===== src/rtl/core/gmps_pkg.sv =====
// ----------------------------------------------------------------------------
// gmps_pkg: shared constants and types for the grid minimum path sum unit
// Widths, limits, register indexes and the position flags passed from the
// sequencer to the datapath.
// ----------------------------------------------------------------------------
package gmps_pkg;

	localparam int MAX_COLUMNS_DEF = 1024;
	localparam int CELL_BITS_DEF   = 16;

	localparam int CELL_W    = 16;
	localparam int SUM_W     = 32;
	localparam int CNT_W     = 11;
	localparam int ROW_W     = 10;
	localparam int ROW_LIMIT = 1024;
	localparam int CFG_IDX_W = 2;

	localparam logic [CFG_IDX_W-1:0] REG_ROW_COUNT    = 2'd0;
	localparam logic [CFG_IDX_W-1:0] REG_COLUMN_COUNT = 2'd1;

	localparam logic [SUM_W-1:0] SUM_MAX = '1;

	typedef struct packed {
		logic first_row;
		logic first_col;
		logic last_cell;
	} pos_flags_t;

endpackage


===== src/rtl/core/gmps_seq.sv =====
// ----------------------------------------------------------------------------
// gmps_seq: grid position sequencer
// Tracks row and column of the next cell and flags first row, first column
// and last cell against the clamped grid dimensions.
// ----------------------------------------------------------------------------
module gmps_seq #(
	parameter int MAX_COLUMNS = gmps_pkg::MAX_COLUMNS_DEF,
	parameter int COL_W       = 10,
	parameter int CNT_W       = 11
) (
	input  logic                       clk,
	input  logic                       arst_n,
	input  logic [gmps_pkg::CNT_W-1:0] row_count,
	input  logic [gmps_pkg::CNT_W-1:0] column_count,
	input  logic                       accept,
	output logic [COL_W-1:0]           col,
	output gmps_pkg::pos_flags_t       flags
);

	logic [gmps_pkg::ROW_W-1:0] row_q;
	logic [COL_W-1:0]           col_q;
	logic [CNT_W-1:0]           cc_ext;
	logic [CNT_W-1:0]           cols;
	logic [CNT_W-1:0]           col_next;
	logic [gmps_pkg::CNT_W-1:0] rows;
	logic [gmps_pkg::CNT_W-1:0] row_next;
	logic                       last_col;
	logic                       last_row;

	always_comb begin
		cc_ext = CNT_W'(column_count);
		if (cc_ext == '0) begin
			cols = CNT_W'(1);
		end else if (cc_ext > CNT_W'(MAX_COLUMNS)) begin
			cols = CNT_W'(MAX_COLUMNS);
		end else begin
			cols = cc_ext;
		end
		if (row_count == '0) begin
			rows = gmps_pkg::CNT_W'(1);
		end else if (row_count > gmps_pkg::CNT_W'(gmps_pkg::ROW_LIMIT)) begin
			rows = gmps_pkg::CNT_W'(gmps_pkg::ROW_LIMIT);
		end else begin
			rows = row_count;
		end
		col_next = CNT_W'(col_q) + CNT_W'(1);
		row_next = gmps_pkg::CNT_W'(row_q) + gmps_pkg::CNT_W'(1);
		last_col = (col_next >= cols);
		last_row = (row_next >= rows);
	end

	assign col             = col_q;
	assign flags.first_row = (row_q == '0);
	assign flags.first_col = (col_q == '0);
	assign flags.last_cell = last_col && last_row;

	always_ff @(posedge clk or negedge arst_n) begin
		if (!arst_n) begin
			row_q <= '0;
			col_q <= '0;
		end else if (accept) begin
			if (last_col) begin
				col_q <= '0;
				if (last_row) begin
					row_q <= '0;
				end else begin
					row_q <= row_next[gmps_pkg::ROW_W-1:0];
				end
			end else begin
				col_q <= col_next[COL_W-1:0];
			end
		end
	end

endmodule


===== config.mk =====
export PLATFORM = sky130hd
export DESIGN_NAME = gmps_seq
export DESIGN_NICKNAME = d
export VERILOG_FILES = /design/src/rtl/core/gmps_pkg.sv /design/src/rtl/core/gmps_seq.sv
export SDC_FILE = /design/constraint.sdc
export NUM_CORES = 1
export LEC_CHECK = 0
export ABC_AREA = 1
export BUFFER_PORTS_ARGS = -buffer_cell sky130_fd_sc_hd__buf_2
export CAP_MARGIN = 20
export CORE_MARGIN = 4
export CORE_UTILIZATION = 47
export DETAILED_ROUTE_END_ITERATION = 6
export MAX_ROUTING_LAYER = met4
export PLACE_DENSITY = 0.69
export SKIP_CTS_REPAIR_TIMING = 1
export SYNTH_ARGS = -nofsm -noshare
export SYNTH_HDL_FRONTEND = slang
export SYNTH_SLANG_ARGS = --single-unit

===== constraint.sdc =====
create_clock -name clk -period 4.5 [get_ports clk]
set_input_delay 0 -clock clk [delete_from_list [all_inputs] [get_ports clk]]
set_output_delay 0 -clock clk [all_outputs]
set_load 0.02 [all_outputs]

==> report_table.html <==
<table>
<tr><th>Metric</th><th>Value</th></tr>
<tr><th colspan="2">Clock tree</th></tr>
<tr><td>Clock transition at the register clock pins on the worst setup and hold paths after CTS</td><td>0.08 ns</td></tr>
<tr><td>Number of levels in the clock H-tree</td><td>1</td></tr>
<tr><td>TritonCTS clock tree</td><td>built</td></tr>
<tr><td>Buffer type at the clock tree root</td><td>sky130_fd_sc_hd__clkbuf_8</td></tr>
<tr><td>Maximum buffer depth of the clock tree</td><td>2</td></tr>
<tr><td>Worst skew pair latency</td><td>0.26 ns</td></tr>
<tr><td>Number of sinks handled by clock tree synthesis</td><td>20</td></tr>
<tr><td>Total clock buffers created by CTS</td><td>3</td></tr>
<tr><th colspan="2">Routing</th></tr>
<tr><td>Routed via count divided by cell count</td><td>4.94</td></tr>
<tr><td>Routed length per instance</td><td>11.7 um</td></tr>
<tr><td>Final wirelength</td><td>5.00 mm</td></tr>
<tr><td>Via count</td><td>2105</td></tr>
<tr><td>Length of the first detailed-routing pass in iterations</td><td>5</td></tr>
<tr><td>Detailed-route DRC error count</td><td>0</td></tr>
<tr><td>Drt initial violations</td><td>82</td></tr>
<tr><td>DRT antenna net count</td><td>0</td></tr>
<tr><th colspan="2">STA</th></tr>
<tr><td>Post-layout minimum cycle time</td><td>2.86 ns</td></tr>
<tr><td>Slew at the pin with the worst max-slew slack</td><td>0.486 ns</td></tr>
<tr><td>Final Max Tran Viols</td><td>0</td></tr>
<tr><td>Total negative slack</td><td>0 ns</td></tr>
<tr><td>Tcrit/Tclk final</td><td>63.7%</td></tr>
<tr><td>Fmax achieved</td><td>349 MHz</td></tr>
<tr><td>Clock tree skew after final layout</td><td>0.00533 ns</td></tr>
<tr><td>Setup violation total in the final timing report</td><td>0</td></tr>
<tr><td>Hold violation count in the final report</td><td>0</td></tr>
<tr><td>Worst-case setup margin in the final layout</td><td>1.64 ns</td></tr>
<tr><td>Worst-case headroom to the max-slew limit</td><td>67.6%</td></tr>
<tr><td>RSZ-0062 raised after global routing</td><td>no</td></tr>
<tr><th colspan="2">Synthesis</th></tr>
<tr><td>Biggest area contributors in the synthesized netlist</td><td>sky130_fd_sc_hd__dfrtp_1, sky130_fd_sc_hd__nand2_1, sky130_fd_sc_hd__ha_1</td></tr>
<tr><td>Area fraction in and, or, nand and nor cells after synthesis</td><td>42.6%</td></tr>
<tr><td>Post-synth top cells</td><td>sky130_fd_sc_hd__nand2_1, sky130_fd_sc_hd__inv_1, sky130_fd_sc_hd__nor2_1</td></tr>
<tr><td>Post-synth net total</td><td>384</td></tr>
<tr><td>Adder-cell share of the synthesized area</td><td>15.4%</td></tr>
<tr><td>Synth Area in Compound Gates</td><td>5.04%</td></tr>
<tr><td>Cell with the most instances after synthesis</td><td>sky130_fd_sc_hd__nand2_1</td></tr>
<tr><td>Cell taking the most area after synthesis</td><td>sky130_fd_sc_hd__dfrtp_1</td></tr>
<tr><td>Combined area of all synthesized cells</td><td>2110 um2</td></tr>
<tr><td>Mean Syn Cell Area</td><td>6.33 um2</td></tr>
<tr><td>Share of cell area taken by muxes after synthesis</td><td>0%</td></tr>
<tr><td>Main combinational cell family by area after synthesis</td><td>simple AND/OR/NAND/NOR gates</td></tr>
<tr><td>Number of cells produced by synthesis</td><td>333</td></tr>
<tr><td>Fraction of registers with async set/reset</td><td>100%</td></tr>
<tr><td>Proportion of synthesized chip area in sequential cells</td><td>23.7%</td></tr>
<tr><td>Yosys cell types</td><td>30</td></tr>
<tr><td>Flop and latch count out of synthesis</td><td>20</td></tr>
<tr><td>Count of flip-flops with a built-in enable after synthesis</td><td>0</td></tr>
<tr><td>Most instantiated flip-flop cell in the synthesis netlist</td><td>sky130_fd_sc_hd__dfrtp_1</td></tr>
<tr><td>Warnings, synthesis</td><td>0</td></tr>
<tr><td>Area fraction of the dominant cell type after synthesis</td><td>23.7%</td></tr>
<tr><td>Xor and xnor fraction of the mapped netlist area</td><td>3.26%</td></tr>
<tr><th colspan="2">Floorplan</th></tr>
<tr><td>Die extent in x</td><td>75.0 um</td></tr>
<tr><td>Total die area</td><td>5620 um2</td></tr>
<tr><td>Cell Rows</td><td>24</td></tr>
<tr><td>Starting utilization of the core area</td><td>48.4%</td></tr>
<tr><td>Boundary Pins</td><td>38</td></tr>
<tr><td>Core area</td><td>4350 um2</td></tr>
<tr><td>Height of the die</td><td>75.0 um</td></tr>
<tr><th colspan="2">Setup path</th></tr>
<tr><td>Data arrival, critical path</td><td>2.86 ns</td></tr>
<tr><td>Count of cells along the worst register-to-register path</td><td>15</td></tr>
<tr><td>End of the worst register-to-register path</td><td>row_q[8]</td></tr>
<tr><td>Largest fanout of any net on the critical path</td><td>5</td></tr>
<tr><td>Kind of start point of the critical path</td><td>flip-flop</td></tr>
<tr><td>Crit end category</td><td>output port</td></tr>
<tr><td>Required time of the critical path</td><td>4.50 ns</td></tr>
<tr><td>CP endpoint</td><td>flags[0]</td></tr>
<tr><td>Reg2reg start</td><td>col[0]</td></tr>
<tr><td>Reg-to-reg setup timing slack</td><td>1.72 ns</td></tr>
<tr><td>CP Class</td><td>flip-flop to output port</td></tr>
<tr><td>Critical path origin</td><td>col[0]</td></tr>
<tr><th colspan="2">Place</th></tr>
<tr><td>Half-perimeter wire length after detailed placement</td><td>4.08 mm</td></tr>
<tr><td>Post-Place Cells</td><td>421</td></tr>
<tr><td>IO Port Bufs</td><td>37</td></tr>
<tr><td>Placer congestion estimate</td><td>0.896</td></tr>
<tr><td>Worst slack after detailed placement</td><td>1.75 ns</td></tr>
<tr><th colspan="2">Pwr</th></tr>
<tr><td>Fraction of power spent switching nets</td><td>48.4%</td></tr>
<tr><td>Fraction of power consumed by sequential logic</td><td>28.7%</td></tr>
<tr><td>Switching pwr</td><td>478 uW</td></tr>
<tr><td>Total internal power</td><td>509 uW</td></tr>
<tr><td>Power density over cell area</td><td>408 nW/um2</td></tr>
<tr><td>IR Drop Worst-Case VDD</td><td>0.000198 V</td></tr>
<tr><td>Design Power</td><td>987 uW</td></tr>
<tr><td>Combinational group share of total power</td><td>56.8%</td></tr>
<tr><td>Share of power burned in the clock network</td><td>14.4%</td></tr>
<tr><td>Leakage power of the design</td><td>1.42 nW</td></tr>
<tr><th colspan="2">Global route</th></tr>
<tr><td>Maximum number of pins on one net before global-route repair</td><td>21</td></tr>
<tr><td>Number of antenna violations at the first check in global routing</td><td>0</td></tr>
<tr><td>Residual overflow from global routing</td><td>0</td></tr>
<tr><td>Global-route wire length before repair</td><td>8.53 mm</td></tr>
<tr><td>Global Route Usage Sum</td><td>19.9%</td></tr>
<tr><td>Via count of the first global-routing pass</td><td>1879</td></tr>
<tr><th colspan="2">Final layout</th></tr>
<tr><td>Final core utilization</td><td>55.6%</td></tr>
<tr><td>Total area of multi-input combinational cells</td><td>1400 um2</td></tr>
<tr><td>FILL cells</td><td>436</td></tr>
<tr><td>Area taken by flip-flops and latches</td><td>500 um2</td></tr>
<tr><td>Area growth, synth to finish</td><td>14.8%</td></tr>
<tr><td>Layout cell share with drive strength beyond 1</td><td>16.8%</td></tr>
<tr><td>Fin nets</td><td>426</td></tr>
<tr><td>Final Instance Count excl. Fillers</td><td>426</td></tr>
<tr><td>Antenna Diode Count</td><td>0</td></tr>
<tr><th colspan="2">Hold path</th></tr>
<tr><td>Worst Hold Class</td><td>input port to flip-flop</td></tr>
<tr><th colspan="2">Outcome</th></tr>
<tr><td>Outcome</td><td>finished clean</td></tr>
<tr><th colspan="2">Job</th></tr>
<tr><td>Number of max-cap violations</td><td>0</td></tr>
</table>
[per-stage QoR]
step	hold WS [ns]	instance area, um2
final	0.0356	2420
after global routing	0.0413	2420
after global placement	-0.0186	2360
after floorplan	-0.296	2110
after detailed placement	-0.00810	2360
after CTS	-0.300	2410
[sequential cells by signal, indices dropped and copies added, names as in the netlist]
signal and flops:
col 10, row_q 10
[how the worst min path moves through the flow]
stage / end / depth (start not counted) / start
6_report: col[4] / 2 / accept
5_1_grt: col[4] / 2 / accept
4_1_cts: col[3] / 1 / arst_n
3_5_place_dp: col[3] / 1 / arst_n
3_3_place_gp: col[3] / 1 / arst_n
2_1_floorplan: col[0] / 0 / arst_n
[worst max-delay path, cell delays in order, from the launching register on]
cell and delay, ns:
sky130_fd_sc_hd__dfrtp_1 0.48, sky130_fd_sc_hd__ha_1 0.22, sky130_fd_sc_hd__nand2_1 0.07, sky130_fd_sc_hd__nor2_1 0.10, sky130_fd_sc_hd__nand2_1 0.09, sky130_fd_sc_hd__nor2_2 0.17, sky130_fd_sc_hd__xnor2_1 0.15, sky130_fd_sc_hd__inv_2 0.05
sky130_fd_sc_hd__ha_1 0.29, sky130_fd_sc_hd__nand2_1 0.07, sky130_fd_sc_hd__nor2_1 0.19, sky130_fd_sc_hd__nand3_1 0.18, sky130_fd_sc_hd__nand3_1 0.12, sky130_fd_sc_hd__nor2_1 0.08, sky130_fd_sc_hd__a31oi_1 0.15, sky130_fd_sc_hd__buf_2 0.19
[cells by family after synthesis]
group | count (synthesis)
buffers and inverters | 56
and+or+nand+nor | 205
xor gates and xnor gates | 7
DFF | 20
AOI/OAI and AO/OA | 19
adders and majority gates | 26
[power groups by stage]
stage                     clock network [mW]  registers [mW]  logic, mW
after floorplan                            0           0.297      0.389
after global placement                     0           0.283      0.552
after detailed placement                   0           0.284      0.561
after CTS                              0.145           0.282      0.564
after global routing                   0.151           0.290      0.656
final                                  0.142           0.284      0.561
[area by class of cell]
type                       instances  share of cell area, %
tap                               52                   2.69
clock buffer                       4                   2.27
sequential                        20                   20.7
multi-input combinational        257                   57.8
inverter                          55                   8.53
timing repair buffer              38                   8.06
[layout by cell type, fill, tap and decap left out]
cell type,netlist,layout
sky130_fd_sc_hd__a21oi_2,1,1
sky130_fd_sc_hd__or2_1,4,4
sky130_fd_sc_hd__clkbuf_8,0,4
sky130_fd_sc_hd__nand2_1,129,129
sky130_fd_sc_hd__nand4_1,5,5
sky130_fd_sc_hd__ha_1,26,26
sky130_fd_sc_hd__a31oi_1,1,1
sky130_fd_sc_hd__nand3_1,15,15
sky130_fd_sc_hd__nand4_4,1,1
sky130_fd_sc_hd__inv_1,44,44
sky130_fd_sc_hd__nor3_1,3,3
sky130_fd_sc_hd__clkinv_1,2,2
sky130_fd_sc_hd__xor2_2,1,1
sky130_fd_sc_hd__nor2_2,3,3
sky130_fd_sc_hd__inv_2,9,9
sky130_fd_sc_hd__xnor2_1,2,2
sky130_fd_sc_hd__nor2_1,32,32
sky130_fd_sc_hd__nand2_2,3,3
sky130_fd_sc_hd__xor2_1,4,4
sky130_fd_sc_hd__nor2_4,3,3
sky130_fd_sc_hd__buf_2,0,37
sky130_fd_sc_hd__nor3_4,1,1
sky130_fd_sc_hd__nor4_1,4,4
sky130_fd_sc_hd__o21ai_1,5,5
sky130_fd_sc_hd__o22ai_1,3,3
sky130_fd_sc_hd__a21o_1,1,1
sky130_fd_sc_hd__a21oi_1,5,5
sky130_fd_sc_hd__dlygate4sd3_1,0,1
sky130_fd_sc_hd__and2_1,1,1
sky130_fd_sc_hd__o21ai_0,3,3
sky130_fd_sc_hd__nand3b_1,1,1
sky130_fd_sc_hd__dfrtp_1,20,20
[routing by layer]
layer / track usage (%) / routed length, um
met5: - / 0
met2: 30.1 / 2220
met4: 4.74 / 53
met1: 28.9 / 2490
met3: 1.60 / 236
Note: power is estimated with default switching activity, not from simulation.
